$ cat src/rtl/drc_pkg.sv
`default_nettype none
// ----------------------------------------------------------------------------
// drc_pkg
// Shared types and constants of the dirty rectangle coalescer: default
// screen and table sizes, item kinds and the layout of one output beat.
// ----------------------------------------------------------------------------
package drc_pkg;

	localparam int SCREEN_WIDTH_DEF  = 160;
	localparam int SCREEN_HEIGHT_DEF = 128;
	localparam int MAX_RECTS_DEF     = 8;

	// output field widths are fixed by the port list
	localparam int RECT_X_W = 8;
	localparam int RECT_Y_W = 7;
	localparam int RECT_W_W = 8;
	localparam int RECT_H_W = 8;

	localparam logic KIND_MARK  = 1'b0;
	localparam logic KIND_DRAIN = 1'b1;

	typedef struct packed {
		logic [RECT_X_W-1:0] x;
		logic [RECT_Y_W-1:0] y;
		logic [RECT_W_W-1:0] w;
		logic [RECT_H_W-1:0] h;
		logic                last;
	} rect_beat_t;

endpackage
`default_nettype wire

$ cat src/rtl/drc_ram.sv
`default_nettype none
// ----------------------------------------------------------------------------
// drc_ram
// Generic single write port, single read port RAM with a registered read.
// Read data holds until the next read.
// ----------------------------------------------------------------------------
module drc_ram #(
	parameter int WIDTH = 32,
	parameter int DEPTH = drc_pkg::MAX_RECTS_DEF,
	localparam int AW   = (DEPTH > 1) ? $clog2(DEPTH) : 1
) (
	input  wire logic             clk,
	input  wire logic             we,
	input  wire logic [AW-1:0]    waddr,
	input  wire logic [WIDTH-1:0] wdata,
	input  wire logic             re,
	input  wire logic [AW-1:0]    raddr,
	output logic      [WIDTH-1:0] rdata
);

	logic [WIDTH-1:0] mem_q [DEPTH];
	logic [WIDTH-1:0] rdata_q;

	always_ff @(posedge clk) begin
		if (we) begin
			mem_q[waddr] <= wdata;
		end
		if (re) begin
			rdata_q <= mem_q[raddr];
		end
	end

	assign rdata = rdata_q;

endmodule
`default_nettype wire

$ cat src/rtl/drc_out_reg.sv
`default_nettype none
// ----------------------------------------------------------------------------
// drc_out_reg
// Output register of the drain path. Holds one beat until the receiver
// takes it and reports when a new beat may be loaded.
// ----------------------------------------------------------------------------
module drc_out_reg (
	input  wire logic                              clk,
	input  wire logic                              arst_n,
	input  wire logic                              load,
	input  wire drc_pkg::rect_beat_t               din,
	output logic                                   free,
	output logic                                   out_valid,
	input  wire logic                              out_stall,
	output logic      [drc_pkg::RECT_X_W-1:0]      rect_x,
	output logic      [drc_pkg::RECT_Y_W-1:0]      rect_y,
	output logic      [drc_pkg::RECT_W_W-1:0]      rect_w,
	output logic      [drc_pkg::RECT_H_W-1:0]      rect_h,
	output logic                                   last
);

	logic                valid_q;
	drc_pkg::rect_beat_t beat_q;

	always_ff @(posedge clk or negedge arst_n) begin
		if (!arst_n) begin
			valid_q <= 1'b0;
		end else if (load) begin
			valid_q <= 1'b1;
		end else if (!out_stall) begin
			valid_q <= 1'b0;
		end
	end

	always_ff @(posedge clk) begin
		if (load) begin
			beat_q <= din;
		end
	end

	assign free      = !valid_q || !out_stall;
	assign out_valid = valid_q;
	assign rect_x    = beat_q.x;
	assign rect_y    = beat_q.y;
	assign rect_w    = beat_q.w;
	assign rect_h    = beat_q.h;
	assign last      = beat_q.last;

endmodule
`default_nettype wire

$ cat src/rtl/dirty_rect_coalescer.sv
`default_nettype none
// mark: accept, one read per stored entry, a check of the last entry read and
//   the write-back; a hit ends it early, an empty table goes to the write-back
// dropped mark or empty drain: the block stays idle; drain: table read, then
//   output register, one beat per cycle unless stalled (single table read port)
// reset clears the entry count and the control state, table contents are left
// as they are and need no clearing pass
// ----------------------------------------------------------------------------
// dirty_rect_coalescer
// Keeps a small table of dirty screen rectangles in a RAM. Marks are clipped
// and merged into the first touching entry, appended, or collapse the full
// table into one box. A drain streams the entries out and empties the table.
// ----------------------------------------------------------------------------
module dirty_rect_coalescer #(
	parameter int SCREEN_WIDTH  = drc_pkg::SCREEN_WIDTH_DEF,
	parameter int SCREEN_HEIGHT = drc_pkg::SCREEN_HEIGHT_DEF,
	parameter int MAX_RECTS     = drc_pkg::MAX_RECTS_DEF
) (
	input  wire logic                         clk,
	input  wire logic                         arst_n,
	input  wire logic                         in_valid,
	output logic                              in_stall,
	input  wire logic                         kind,
	input  wire logic [15:0]                  req_x,
	input  wire logic [15:0]                  req_y,
	input  wire logic [15:0]                  req_w,
	input  wire logic [15:0]                  req_h,
	output logic                              out_valid,
	input  wire logic                         out_stall,
	output logic      [drc_pkg::RECT_X_W-1:0] rect_x,
	output logic      [drc_pkg::RECT_Y_W-1:0] rect_y,
	output logic      [drc_pkg::RECT_W_W-1:0] rect_w,
	output logic      [drc_pkg::RECT_H_W-1:0] rect_h,
	output logic                              last
);

	localparam int XW = $clog2(SCREEN_WIDTH + 1);
	localparam int YW = $clog2(SCREEN_HEIGHT + 1);
	localparam int EW = 2 * XW + 2 * YW;
	localparam int CW = $clog2(MAX_RECTS + 1);
	localparam int AW = (MAX_RECTS > 1) ? $clog2(MAX_RECTS) : 1;

	localparam logic [CW-1:0] CNT_MAX = CW'(MAX_RECTS);

	localparam logic [1:0] ST_IDLE  = 2'd0;
	localparam logic [1:0] ST_MARK  = 2'd1;
	localparam logic [1:0] ST_DRAIN = 2'd2;

	logic [1:0]    state_q;
	logic [CW-1:0] count_q;
	logic [CW-1:0] idx_q;
	logic [CW-1:0] idx_s1;
	logic          pend_s1;

	// incoming box as edges, and the running bounding box of the scan
	logic [XW-1:0] nb_x0_q, nb_x1_q, acc_x0_q, acc_x1_q;
	logic [YW-1:0] nb_y0_q, nb_y1_q, acc_y0_q, acc_y1_q;

	logic          in_acc;
	logic          drop;
	logic [16:0]   sum_x, sum_y;
	logic [XW-1:0] clip_x1;
	logic [YW-1:0] clip_y1;

	logic [EW-1:0] rdata;
	logic [XW-1:0] r_x, r_w, r_x1;
	logic [YW-1:0] r_y, r_h, r_y1;
	logic          touch;
	logic [XW-1:0] g_x0, g_x1, u_x0, u_x1;
	logic [YW-1:0] g_y0, g_y1, u_y0, u_y1;

	logic          is_mark, is_drain, more, full;
	logic          hit, m_issue, m_done;
	logic          d_load, d_issue, d_last;
	logic          out_free;

	logic          rd_en, wr_en;
	logic [AW-1:0] wr_addr;
	logic [EW-1:0] wr_data;
	drc_pkg::rect_beat_t beat;

	// ------------------------------------------------------------------
	// input clip
	// ------------------------------------------------------------------
	assign in_stall = (state_q != ST_IDLE);
	assign in_acc   = in_valid && !in_stall;

	assign sum_x = {1'b0, req_x} + {1'b0, req_w};
	assign sum_y = {1'b0, req_y} + {1'b0, req_h};

	assign drop = (req_w == 16'd0) || (req_h == 16'd0) ||
		(req_x >= 16'(SCREEN_WIDTH)) || (req_y >= 16'(SCREEN_HEIGHT));

	assign clip_x1 = (sum_x > 17'(SCREEN_WIDTH))  ? XW'(SCREEN_WIDTH)  : sum_x[XW-1:0];
	assign clip_y1 = (sum_y > 17'(SCREEN_HEIGHT)) ? YW'(SCREEN_HEIGHT) : sum_y[YW-1:0];

	// ------------------------------------------------------------------
	// table entry decode, entry layout is {x, y, w, h}
	// ------------------------------------------------------------------
	assign r_x  = rdata[EW-1 -: XW];
	assign r_y  = rdata[XW+2*YW-1 -: YW];
	assign r_w  = rdata[XW+YW-1 -: XW];
	assign r_h  = rdata[YW-1:0];
	assign r_x1 = r_x + r_w;
	assign r_y1 = r_y + r_h;

	// sharing an edge or a corner counts as touching
	assign touch = !((r_x1 < nb_x0_q) || (nb_x1_q < r_x) ||
		(r_y1 < nb_y0_q) || (nb_y1_q < r_y));

	assign g_x0 = (r_x  < nb_x0_q) ? r_x  : nb_x0_q;
	assign g_y0 = (r_y  < nb_y0_q) ? r_y  : nb_y0_q;
	assign g_x1 = (r_x1 > nb_x1_q) ? r_x1 : nb_x1_q;
	assign g_y1 = (r_y1 > nb_y1_q) ? r_y1 : nb_y1_q;

	assign u_x0 = (r_x  < acc_x0_q) ? r_x  : acc_x0_q;
	assign u_y0 = (r_y  < acc_y0_q) ? r_y  : acc_y0_q;
	assign u_x1 = (r_x1 > acc_x1_q) ? r_x1 : acc_x1_q;
	assign u_y1 = (r_y1 > acc_y1_q) ? r_y1 : acc_y1_q;

	// ------------------------------------------------------------------
	// sequencer control
	// ------------------------------------------------------------------
	assign is_mark  = (state_q == ST_MARK);
	assign is_drain = (state_q == ST_DRAIN);
	assign more     = (idx_q < count_q);
	assign full     = (count_q == CNT_MAX);

	// reads run one entry ahead of the touch check; a hit stops further reads
	assign hit     = is_mark && pend_s1 && touch;
	assign m_issue = is_mark && !hit && more;
	assign m_done  = is_mark && !hit && !more && !pend_s1;

	// read data is held in the RAM until the output register takes it
	assign d_load  = is_drain && pend_s1 && out_free;
	assign d_issue = is_drain && more && (!pend_s1 || d_load);
	assign d_last  = (idx_s1 == count_q - CW'(1));

	assign rd_en = m_issue || d_issue;
	assign wr_en = hit || m_done;

	// writes happen only on the last cycle of a mark, so no read can overlap them
	always_comb begin
		priority if (hit) begin
			wr_addr = idx_s1[AW-1:0];
			wr_data = {g_x0, g_y0, g_x1 - g_x0, g_y1 - g_y0};
		end else if (full) begin
			wr_addr = '0;
			wr_data = {acc_x0_q, acc_y0_q, acc_x1_q - acc_x0_q, acc_y1_q - acc_y0_q};
		end else begin
			wr_addr = count_q[AW-1:0];
			wr_data = {nb_x0_q, nb_y0_q, nb_x1_q - nb_x0_q, nb_y1_q - nb_y0_q};
		end
	end

	always_ff @(posedge clk or negedge arst_n) begin
		if (!arst_n) begin
			state_q <= ST_IDLE;
			count_q <= '0;
			idx_q   <= '0;
			idx_s1  <= '0;
			pend_s1 <= 1'b0;
		end else begin
			unique case (state_q)
				ST_IDLE: begin
					if (in_acc) begin
						idx_q   <= '0;
						pend_s1 <= 1'b0;
						if (kind == drc_pkg::KIND_DRAIN) begin
							if (count_q != '0) begin
								state_q <= ST_DRAIN;
							end
						end else if (!drop) begin
							state_q <= ST_MARK;
						end
					end
				end
				ST_MARK: begin
					pend_s1 <= m_issue;
					if (m_issue) begin
						idx_q  <= idx_q + CW'(1);
						idx_s1 <= idx_q;
					end
					if (hit) begin
						state_q <= ST_IDLE;
					end
					if (m_done) begin
						state_q <= ST_IDLE;
						count_q <= full ? CW'(1) : count_q + CW'(1);
					end
				end
				ST_DRAIN: begin
					pend_s1 <= d_issue || (pend_s1 && !d_load);
					if (d_issue) begin
						idx_q  <= idx_q + CW'(1);
						idx_s1 <= idx_q;
					end
					if (d_load && d_last) begin
						count_q <= '0;
						state_q <= ST_IDLE;
					end
				end
				default: begin
					state_q <= ST_IDLE;
				end
			endcase
		end
	end

	always_ff @(posedge clk) begin
		if (in_acc) begin
			nb_x0_q  <= req_x[XW-1:0];
			nb_y0_q  <= req_y[YW-1:0];
			nb_x1_q  <= clip_x1;
			nb_y1_q  <= clip_y1;
			acc_x0_q <= req_x[XW-1:0];
			acc_y0_q <= req_y[YW-1:0];
			acc_x1_q <= clip_x1;
			acc_y1_q <= clip_y1;
		end else if (is_mark && pend_s1) begin
			// bounding box of everything scanned, used when the table is full
			acc_x0_q <= u_x0;
			acc_y0_q <= u_y0;
			acc_x1_q <= u_x1;
			acc_y1_q <= u_y1;
		end
	end

	// ------------------------------------------------------------------
	// table and output register
	// ------------------------------------------------------------------
	drc_ram #(
		.WIDTH (EW),
		.DEPTH (MAX_RECTS)
	) u_table (
		.clk   (clk),
		.we    (wr_en),
		.waddr (wr_addr),
		.wdata (wr_data),
		.re    (rd_en),
		.raddr (idx_q[AW-1:0]),
		.rdata (rdata)
	);

	always_comb begin
		beat.x    = drc_pkg::RECT_X_W'(r_x);
		beat.y    = drc_pkg::RECT_Y_W'(r_y);
		beat.w    = drc_pkg::RECT_W_W'(r_w);
		beat.h    = drc_pkg::RECT_H_W'(r_h);
		beat.last = d_last;
	end

	drc_out_reg u_out (
		.clk       (clk),
		.arst_n    (arst_n),
		.load      (d_load),
		.din       (beat),
		.free      (out_free),
		.out_valid (out_valid),
		.out_stall (out_stall),
		.rect_x    (rect_x),
		.rect_y    (rect_y),
		.rect_w    (rect_w),
		.rect_h    (rect_h),
		.last      (last)
	);

endmodule
`default_nettype wire

$ cat config.mk
export PLATFORM = sky130hd
export DESIGN_NAME = dirty_rect_coalescer
export DESIGN_NICKNAME = d
export VERILOG_FILES = /design/src/rtl/drc_pkg.sv /design/src/rtl/drc_ram.sv /design/src/rtl/drc_out_reg.sv /design/src/rtl/dirty_rect_coalescer.sv
export SDC_FILE = /design/constraint.sdc
export NUM_CORES = 1
export LEC_CHECK = 0
export BUFFER_PORTS_ARGS = -buffer_cell sky130_fd_sc_hd__buf_2
export CAP_MARGIN = 20
export CELL_PAD_IN_SITES_DETAIL_PLACEMENT = 1
export CELL_PAD_IN_SITES_GLOBAL_PLACEMENT = 2
export CORE_MARGIN = 2
export CORE_UTILIZATION = 40
export CTS_CLUSTER_DIAMETER = 40
export DETAILED_ROUTE_END_ITERATION = 12
export PLACE_DENSITY = 0.81
export SLEW_MARGIN = 20
export SYNTH_ARGS = -nofsm -noshare
export SYNTH_HDL_FRONTEND = slang
export SYNTH_SLANG_ARGS = --single-unit
$ cat constraint.sdc
create_clock -name clk -period 5.6 [get_ports clk]
set_input_delay 0 -clock clk [delete_from_list [all_inputs] [get_ports clk]]
set_output_delay 0 -clock clk [all_outputs]
set_load 0.01 [all_outputs]
==> results of run 1 <==
metrics by stage:
stage               utilization [%]  setup WS, ns  hold slack (ns)  power [mW]
global placement               43.6         0.250          -0.0452        14.0
floorplan                         -        0.0952           -0.296        11.2
global route                   47.8       -0.0564           0.0838        19.7
CTS                            47.7         0.112           0.0186        18.3
detailed placement             43.6        0.0658          -0.0402        14.4
finish                         47.8         0.291           0.0576        18.3
logic make-up after synthesis:
group / synth area share [%]
and+or+nand+nor: 8.64
AOI/OAI and AO/OA: 10.2
buffers and inverters: 2.95
adders and majority gates: 11.4
xor gates and xnor gates: 2.77
DFF: 54.0
muxes: 10.1
power breakdown:
group / internal, mW / switching (mW) / total (mW)
logic: 4.25 / 5.60 / 9.84
registers: 4.32 / 0.418 / 4.74
clock network: 2.22 / 1.50 / 3.73
total: 10.8 / 7.52 / 18.3
path summary, 6_finish.rpt:
kind | startpoint | to | cells after the start
worst max-delay path | u_table.rdata[8] | u_table.mem_q[7][15] | 21
worst min-delay path | req_h[2] | nb_y1_q[2] | 4
worst max register to register | u_table.rdata[8] | u_table.mem_q[7][15] | 21
worst min register to register | u_table.rdata[10] | u_out.rect_w[2] | 0
max in group asynchronous | arst_n | idx_q[0] | 3
min in group asynchronous | arst_n | idx_s1[0] | 3
placed cells by master, fill, tap and decap left out, types with 45 or more instances in the layout:
master	count
a21oi_1	96
buf_2	102
buf_4	46
clkbuf_16	59
edfxtp_1	384
ha_1	185
inv_1	113
mux2_2	45
mux4_2	64
nand2_1	94
nor2_1	88
o21ai_0	96
xnor2_1	51
metal layers:
metal / vias up / global-route usage, % / wire length [um]
met4: 0 / 6.40 / 1590
met5: - / 0 / 0
li1: 6967 / - / -
met2: 231 / 39.4 / 32300
met1: 7595 / 27.6 / 26200
met3: 96 / 2.91 / 1800
worst max-delay path, cell delays in order (launching register included):
cell and delay [ns]:
edfxtp_1 0.39, ha_1 0.24, fa_1 0.42, a21o_1 0.21, a21oi_2 0.18, o21ai_0 0.11
a21oi_1 0.18, xnor2_1 0.17, ha_1 0.29, a21o_1 0.17, o311a_1 0.30, o21ai_2 0.15
mux2_2 0.37, ha_1 0.26, nor2b_1 0.12, o21a_1 0.19, o21a_1 0.19, o21a_1 0.22
o41ai_2 0.32, xor2_1 0.21, xnor2_1 0.19, mux2i_4 0.16
flip-flops by register name, indices dropped and copies added, names as in the netlist, 7 cells and up:
name           cells
u_out.rect_h       8
acc_x0_q           8
acc_y0_q           8
nb_x1_q            8
u_out.rect_x       8
u_table.mem_q    256
u_table.rdata     32
u_out.rect_y       7
nb_y1_q            8
acc_x1_q           8
u_out.rect_w       8
acc_y1_q           8
nb_y0_q            8
nb_x0_q            8
what timing repair did:
action	4_1_cts	5_1_grt
hold endpoints to repair	59	0
gates resized for setup	1	8
gates cloned	0	0
hold buffers	26	0
pin swaps	0	1
setup endpoints to repair	8	32
layout make-up:
class	instances	area (sq um)
Timing Repair Buffer	184	1300
Fill cell	5612	28600
Clock buffer	62	1490
Inverter	114	428
Sequential cell	400	11900
Tap cell	704	881
Clock inverter	48	531
Multi-Input combinational cell	1149	9660
==> results by group, run 1 <==
Synth
  – Top cell type's share of synthesized area: 52.2%
  – Register area share after synthesis: 54.0%
  – Commonest cells post-synth: edfxtp_1, ha_1, inv_1
  – Warnings from Yosys: 0
  – Largest cells by area after synthesis: edfxtp_1, ha_1, mux4_2
  – Dominant cell type by area after synthesis: edfxtp_1
  – Most numerous cell in the Yosys netlist: edfxtp_1
  – Mapped Area: 22,100 sq um
  – Post-synthesis async set-or-reset flop share: 4.00%
  – Ys flop type: edfxtp_1
  – Post-synth EDFFs: ~380
  – Syn Nets: 1,985
  – Average cell area after synthesis: about 13 sq um
  – Syn Inst Count: 1,721
  – Synthesized flop and latch total: 400
  – Yosys cell types: 65

Die
  – Row count: 86
  – Core area: roughly 55,000 sq um
  – Die Ht: 239 um
  – Ports: 103
  – Die ar.: ~57,000 sq um
  – Die width: ~240 um
  – Initial core utilization: 40.3%

Clock tree
  – Clock Latency Late Sink: 0.62 ns
  – CTS buffer count: 59
  – H-tree Lvls: 2
  – Root Driver: clkbuf_16
  – Clock transition at the registers of the reported paths: 0.06 ns
  – Clk sink count: 400
  – Post-CTS Setup Inserts: 0
  – TritonCTS clock tree: yes
  – Clock tree buffer depth: 3

Route
  – 1st-pass router iterations: 5
  – Routed vias/inst: 5.60
  – DRT iter0 DRCs: 749
  – WL final: 61.9 mm
  – DRC viols: 0
  – ANT nets after route: 0
  – Avg WL per Cell: 23.3 um
  – Via Count: 14,889

Critical path
  – Worst reg-to-reg setup slack: 0.29 ns
  – Worst Path Max Fanout: 8
  – Arr. time, crit path: 5.65 ns
  – Crit path capture type: flop
  – Req. time, crit path: 5.94 ns
  – Crit path kind: flop to flop
  – CP Launch Type: flop

Place
  – Placed inst area: 23,900 sq um
  – Post-DP HPWL: 44.0 mm
  – Final GP Congestion: 0.823
  – Placed insts: about 2,500
  – IO buf count: 102

Cells and area
  – Final Cell Area: around 26,000 sq um
  – # diodes: 0
  – Final Non-Filler Cells: 2,661
  – Fin nets: 2,172
  – Share of cells above drive strength 1: 20.6%
  – Synth-to-layout area growth: 18.7%

Global route
  – GR Overflow Total: 0
  – Initial antenna violation count: 0
  – Number of global-route vias before repair: 15,930
  – First-pass GRT wire length: 95.2 mm
  – Largest net degree at the start of global routing: 69
  – Total GRT Usage: 22.0%

Pwr
  – P_leak: 10.0 nW
  – Maximum VDD drop: approximately 0.00047 V
  – Pwr Density: 698 nW/um^2

Timing
  – Final setup fails: 0
  – Part of the cycle the worst path needs: a little over nine tenths
  – Max-slew headroom: ~30%
  – Max-slew violations: 0
  – Clock skew: roughly 0.024 ns
  – Peak Freq: roughly 190 MHz
  – Final hold violation count: 0
  – Fin Setup TNS: 0 ns
  – Final Critical Period: 5.31 ns
  – Slew @ Worst Pin: ~1.1 ns

Outcome
  – Status: completed

Hold path
  – Hold Path Class: primary input to flop

Run
  – Max Cap Viol: 0
Power figures use the tool's default switching activity.
==> run 2: changes to the inputs <==
Settings changed: CORE_UTILIZATION 40 to 30, PLACE_DENSITY 0.81 to 0.63.
Clock period 5.6 ns to 6.2 ns, I/O delays scaled along.
==> run 2 against run 1 <==
First-iteration DRC count decreased by 6.0%. Final area increased by 0.74%. Routed wire length increased by 1.8%. Critical path depth unchanged. Non-clock buffer count decreased by 21. Die area increased by 33%. Combinational power decreased by 16%. Largest cell class unchanged. Sequential share of layout area decreased by 0.34 points. Sequential power decreased by 7.8%.
==> results by group, run 2 (synthesis gave the netlist of run 1 again) <==
Route
  – Met2 wire length: 33.1 mm (+2.5%)
  – Highest Signal Layer: met4
  – Met1 Routed Length: 27.0 mm (+2.9%)
  – ANT nets after route: 0 (unchanged)
  – DRC viols: 0 (unchanged)
  – 1st-pass router iterations: 5 (unchanged)
  – Avg WL per Cell: 21.7 um (-6.6%)
  – Routed vias/inst: 4.98 (-11%)
  – Met3 wire length: 1.76 mm (-2.6%)
  – DRT iter0 DRCs: 704 (-6.0%)
  – Via Count: 14,451 (-2.9%)
  – WL final: 63.0 mm (+1.8%)

Critical path
  – Worst Path Max Fanout: 8 (unchanged)
  – Arr. time, crit path: 6.12 ns (+0.47 ns)
  – Reg-to-reg endpoint: u_table.mem_q[2][15]
  – Crit path kind: flop to flop
  – Req. time, crit path: 6.57 ns (+0.63 ns)
  – CP startpoint: u_table.rdata[8]
  – Crit path capture type: flop
  – Worst reg-to-reg setup slack: 0.45 ns (+0.16 ns)
  – CP Launch Type: flop
  – FF-to-FF Start: u_table.rdata[8]
  – R2R depth: 21 (unchanged)

Die
  – Die width: 275 um (+15%)
  – Row count: 99 (+15%)
  – Initial core utilization: 30.3% (-10 points)
  – Core area: 73,000 sq um (+33%)
  – Die Ht: 275 um (+15%)
  – Die ar.: 75,900 sq um (+33%)
  – Ports: 103 (unchanged)

Place
  – Placed insts: 2,759 (+9.3%)
  – IO buf count: 102 (unchanged)
  – Post-DP HPWL: 45.3 mm (+3.0%)
  – Final GP Congestion: 0.795 (-3.4%)
  – DP Worst Slack: 0.383 ns (+0.317 ns)
  – Placed inst area: 24,000 sq um (+0.28%)

Hold path
  – Min-delay src: req_w[7]
  – Hold depth: 4 (unchanged)
  – Hold endpoint: nb_x1_q[7]
  – Hold Path Class: primary input to flop

Clock tree
  – Clock tree buffer depth: 3 (unchanged)
  – H-tree Lvls: 2 (unchanged)
  – Clk sink count: 400 (unchanged)
  – Root Driver: clkbuf_16
  – Post-CTS Setup Inserts: 0 (unchanged)
  – CTS buffer count: 60 (+1.7%)
  – Clock transition at the registers of the reported paths: 0.06 ns (about the same)
  – TritonCTS clock tree: yes
  – Clock Latency Late Sink: 0.65 ns (+0.03 ns)

Cells and area
  – Commonest cells after routing, fill and taps aside: edfxtp_1, ha_1, inv_1, buf_2, o21ai_0
  – Final Non-Filler Cells: 2,899 (+8.9%)
  – Top reg by flops: u_table.mem_q
  – Fill count: 7,762 (+38%)
  – Max reg flops: 256 (unchanged)
  – Share of cells above drive strength 1: 19.8% (-0.80 points)
  – Fin nets: 2,152 (-0.92%)
  – Most common cell after layout, fill and taps aside: edfxtp_1
  – # diodes: 0 (unchanged)
  – Synth-to-layout area growth: 19.6%
  – Final Cell Area: 26,400 sq um (+0.74%)

Pwr
  – Maximum VDD drop: 0.000317 V (-33%)
  – Tot Pwr: 16.3 mW (-11%)
  – P_leak: 9.97 nW (-0.51%)
  – Pwr Density: 616 nW/um^2 (-12%)

Timing
  – Clock skew: 0.0543 ns (+0.0305 ns)
  – RSZ-0062 raised after global routing: no
  – Final setup fails: 0 (unchanged)
  – Peak Freq: 174 MHz (-7.6%)
  – Part of the cycle the worst path needs: 92.7% (-2.1 points)
  – Max-slew violations: 0 (unchanged)
  – Slew @ Worst Pin: 1.08 ns (+0.0193 ns)
  – Max-slew headroom: 27.2% (-2.1 points)
  – Final Critical Period: 5.75 ns (+0.439 ns)
  – Final hold violation count: 0 (unchanged)
  – Fin Setup TNS: 0 ns (unchanged)
  – Worst Setup Slack, final: 0.452 ns (+0.161 ns)

Global route
  – First-pass GRT wire length: 95.4 mm (+0.20%)
  – Total GRT Usage: 16.7% (-5.3 points)
  – Number of global-route vias before repair: 15,474 (-2.9%)
  – Initial antenna violation count: 1 (+1)
  – GR Overflow Total: 0 (unchanged)
  – Largest net degree at the start of global routing: 77 (+12%)

Run
  – Max Cap Viol: 0 (unchanged)

Outcome
  – Status: completed
==> run 2: cell count changes in the layout (fill, tap and decap cells not counted), moves of 2 or more <==
cell       change
buf_12         -8
buf_4         -13
bufinv_16      +5
clkinv_1       -3
clkinv_16      +2
clkinv_2       +4
inv_6          -2
inv_8          -2
mux2i_4        -2
o21ai_0        +2
o21ai_2        -2
==> run 2: critical path: stages, from the launching register on <==
cell and delay [ns]:
edfxtp_1 0.40, ha_1 0.25, fa_1 0.41, a21o_1 0.19, a21oi_1 0.21, o21ai_0 0.11, a21oi_1 0.19, xnor2_1 0.30
ha_1 0.37, a21o_1 0.17, o311a_1 0.30, o21ai_1 0.20, mux2_2 0.38, ha_1 0.26, nor2b_1 0.13, o21a_1 0.18
o21a_1 0.18, o21a_1 0.21, o41ai_1 0.37, xor2_1 0.22, xnor2_1 0.10, mux2i_2 0.35
==> run 2: worst max path at each step <==
stage                                 to  slack (ns)  depth (start not counted)
global placement    u_table.mem_q[6][15]        0.52                         21
detailed placement  u_table.mem_q[6][15]        0.38                         21
global route        u_table.mem_q[0][15]        0.04                         23
floorplan           u_table.mem_q[0][15]        0.70                         21
finish              u_table.mem_q[2][15]        0.45                         21
CTS                 u_table.mem_q[2][15]        0.32                         21
==> run 2: report_power, final <==
part	internal (mW)	switching (mW)
sequential	3.91	0.460
clock	2.24	1.37
combinational	3.61	4.70
==> run 2: repair_timing <==
| action | 4_1_cts | 5_1_grt |
|---|---|---|
| hold buffers | 26 | 0 |
| setup endpoints to repair | 0 | 8 |
| gates resized for setup | 0 | 1 |
| hold endpoints to repair | 59 | 0 |
==> run 2: area by class of cell <==
type                       instances  area (sq um)  share of cell area [%]
clock buffer                      63          1510                    5.72
tap                              959          1200                    4.54
inverter                         114           428                    1.62
clock inverter                    51           682                    2.58
timing repair buffer             163          1040                    3.95
multi-input combinational       1149          9620                    36.4
sequential                       400         11900                    45.2
==> run 2: through the flow <==
stage	hold slack [ns]	util (%)
floorplan	-0.296	-
global placement	-0.0359	32.8
detailed placement	-0.0420	32.9
CTS	0.00310	36.2
global route	0.0698	36.2
finish	0.0257	36.2
==> run 2: metal layers <==
metal	GRT usage, %	up-vias
li1	-	6900
met1	20.8	7298
met2	30.5	179
met3	2.17	74
met4	4.03	0
met5	0	-
==> run 3: changes to the inputs <==
Settings changed: CAP_MARGIN 20 to default, GPL_ROUTABILITY_DRIVEN from default to 0.
Clock period 6.2 ns to 6.4 ns, I/O delays scaled along.
==> run 3 against run 2 <==
Hold slack improved by 0.031 ns. Fmax is 1.5% lower. Clock power is 1% lower. Worst setup slack gained 0.11 ns. Via count grew 0.57%. Non-clock buffer count shrank 4. Largest cell class unchanged. Clock-buffer cell count is 11 higher. Clock skew fell by 0.021 ns. Sequential cell count stayed put. Highest routed layer unchanged. Critical path depth is the same. Critical path type unchanged. Routed wire length rose by 1.4%. Total power decreased by 2.9%.
==> results by group, run 3 (synthesis gave the netlist of run 1 again) <==
Pwr
  – Share of power burned in registers: 26.7% (about the same)
  – Combinational power share: 50.6% (-0.4 points)
  – Switching Fraction: 40.2% (+0.091 points)
  – Cell Int Power: 9.45 mW (-3.1%)
  – Clock power frac: 22.6% (+0.4 points)
  – Maximum VDD drop: 0.000378 V (+19%)
  – P_sw: 6.35 mW (-2.7%)
  – Pwr Density: 597 nW/um^2 (-3.1%)
  – P_leak: 10.0 nW (+0.37%)

Cells and area
  – Max reg flops: 256 (unchanged)
  – # diodes: 0 (unchanged)
  – Fin nets: 2,155 (+0.14%)
  – Most common cell after layout, fill and taps aside: edfxtp_1
  – Final Non-Filler Cells: 2,903 (+0.14%)
  – Top reg by flops: u_table.mem_q
  – Synth-to-layout area growth: 19.7%
  – Share of cells above drive strength 1: 19.8% (-0.041 points)
  – Final core occ: 36.3% (+0.051 points)
  – Commonest cells after routing, fill and taps aside: edfxtp_1, ha_1, inv_1, buf_2, o21ai_0
  – Fill count: 7,678 (-1.1%)

Critical path
  – Crit path capture type: flop
  – Req. time, crit path: 6.72 ns (+0.15 ns)
  – Crit path kind: flop to flop
  – Worst Path Max Fanout: 8 (unchanged)
  – Arr. time, crit path: 6.15 ns (+0.03 ns)
  – CP Launch Type: flop

Place
  – IO buf count: 102 (unchanged)
  – DP Worst Slack: 0.560 ns (+0.178 ns)
  – Placed insts: 2,756 (-0.11%)
  – Post-DP HPWL: 45.4 mm (+0.15%)

Timing
  – Max-slew headroom: 32.9% (+5.7 points)
  – Clock skew: 0.0334 ns (-0.0209 ns)
  – Peak Freq: 171 MHz (-1.5%)
  – WHS: 0.0571 ns (+0.0315 ns)
  – Worst Setup Slack, final: 0.563 ns (+0.111 ns)
  – Fin Setup TNS: 0 ns (unchanged)
  – RSZ-0062 raised after global routing: no
  – Slew @ Worst Pin: 0.996 ns (-0.0844 ns)
  – Max-slew violations: 0 (unchanged)
  – Part of the cycle the worst path needs: 91.2% (-1.5 points)
  – Final setup fails: 0 (unchanged)
  – Final Critical Period: 5.84 ns (+0.0890 ns)
  – Final hold violation count: 0 (unchanged)

Die
  – Die Ht: 275 um (unchanged)
  – Row count: 99 (unchanged)
  – Die ar.: 75,900 sq um (unchanged)
  – Core area: 73,000 sq um (unchanged)
  – Initial core utilization: 30.3% (unchanged)
  – Ports: 103 (unchanged)
  – Die width: 275 um (unchanged)

Global route
  – Largest net degree at the start of global routing: 77 (unchanged)
  – Initial antenna violation count: 1 (unchanged)
  – GR Overflow Total: 0 (unchanged)
  – Number of global-route vias before repair: 15,630 (+1.0%)
  – First-pass GRT wire length: 97.3 mm (+2.0%)
  – Total GRT Usage: 17.1% (+0.36 points)

Clock tree
  – H-tree Lvls: 3 (+1)
  – Clock Latency Late Sink: 0.62 ns (-0.03 ns)
  – Clock transition at the registers of the reported paths: 0.05 ns (about the same)
  – Clk sink count: 400 (unchanged)
  – TritonCTS clock tree: yes
  – CTS buffer count: 67 (+12%)
  – Root Driver: clkbuf_16
  – Clock tree buffer depth: 3 (unchanged)
  – # resized after CTS: 0 (unchanged)

Route
  – DRT iter0 DRCs: 630 (-11%)
  – 1st-pass router iterations: 5 (unchanged)
  – Routed vias/inst: 5.01 (+0.44%)
  – ANT nets after route: 0 (unchanged)
  – Via Count: 14,534 (+0.57%)
  – Avg WL per Cell: 22.0 um (+1.2%)
  – DRC viols: 0 (unchanged)
  – WL final: 63.9 mm (+1.4%)

Outcome
  – Status: completed

Hold path
  – Hold Path Class: primary input to flop

Run
  – Max Cap Viol: 0 (unchanged)
run 3: power by group through the flow:
stage / Clock [mW] / Combinational, mW / Sequential (mW)
3_3_place_gp: 0 / 7.90 / 4.28
2_1_floorplan: 0 / 5.73 / 4.03
5_1_grt: 3.76 / 9.05 / 4.29
6_report: 3.58 / 8.00 / 4.23
4_1_cts: 3.66 / 8.16 / 4.25
3_5_place_dp: 0 / 8.07 / 4.30
run 3: through the flow:
stage / area [sq um] / power (mW)
after floorplan: 22100 / 9.76
after global placement: 23900 / 12.2
after detailed placement: 23900 / 12.4
after CTS: 26500 / 16.1
after global routing: 26500 / 17.1
final: 26500 / 15.8
run 3: worst paths after layout:
kind / start / endpoint / slack [ns] / depth (start not counted)
max: u_table.rdata[8] / u_table.mem_q[7][15] / 0.56 / 21
min: req_h[2] / nb_y1_q[2] / 0.06 / 4
max reg2reg: u_table.rdata[8] / u_table.mem_q[7][15] / 0.56 / 21
min reg2reg: u_table.rdata[10] / u_out.rect_w[2] / 0.47 / 0
max in group asynchronous: arst_n / idx_q[0] / 5.23 / 3
min in group asynchronous: arst_n / idx_q[2] / 0.57 / 3
run 3: final cells by class:
class | count | area (sq um) | area share, %
multi-input cells | 1149 | 9630 | 36.4
inverters | 114 | 428 | 1.62
clock buffers | 74 | 1730 | 6.55
repair buffers | 159 | 1010 | 3.83
flip-flops and latches | 400 | 11900 | 45.1
clock inverters | 48 | 524 | 1.98
well taps | 959 | 1200 | 4.53
run 3: repair_timing:
action | 4_1_cts | 5_1_grt
hold buffers | 25 | 0
endpoints found under the hold margin | 58 | 0
buffers inserted | 0 | 0
run 3: layer usage:
metal	wire [um]	share of wire [%]	GRT usage, %
met1	27600	43	21.4
met2	33200	52	30.5
met3	1740	2.7	2.67
met4	1420	2.2	4.47
met5	0	0	0
run 3: critical path: stages (launching register included):
cell,delay (ns)
edfxtp_1,0.40
ha_1,0.25
fa_1,0.42
a21o_1,0.20
a21oi_1,0.20
o21ai_0,0.11
a21oi_1,0.18
xnor2_1,0.29
ha_1,0.37
a21o_1,0.17
o311a_1,0.29
o21ai_1,0.19
mux2_2,0.37
ha_1,0.28
nor2b_1,0.13
o21a_1,0.18
o21a_1,0.18
o21a_1,0.20
o41ai_1,0.33
xor2_1,0.22
xnor2_1,0.10
mux2i_1,0.48
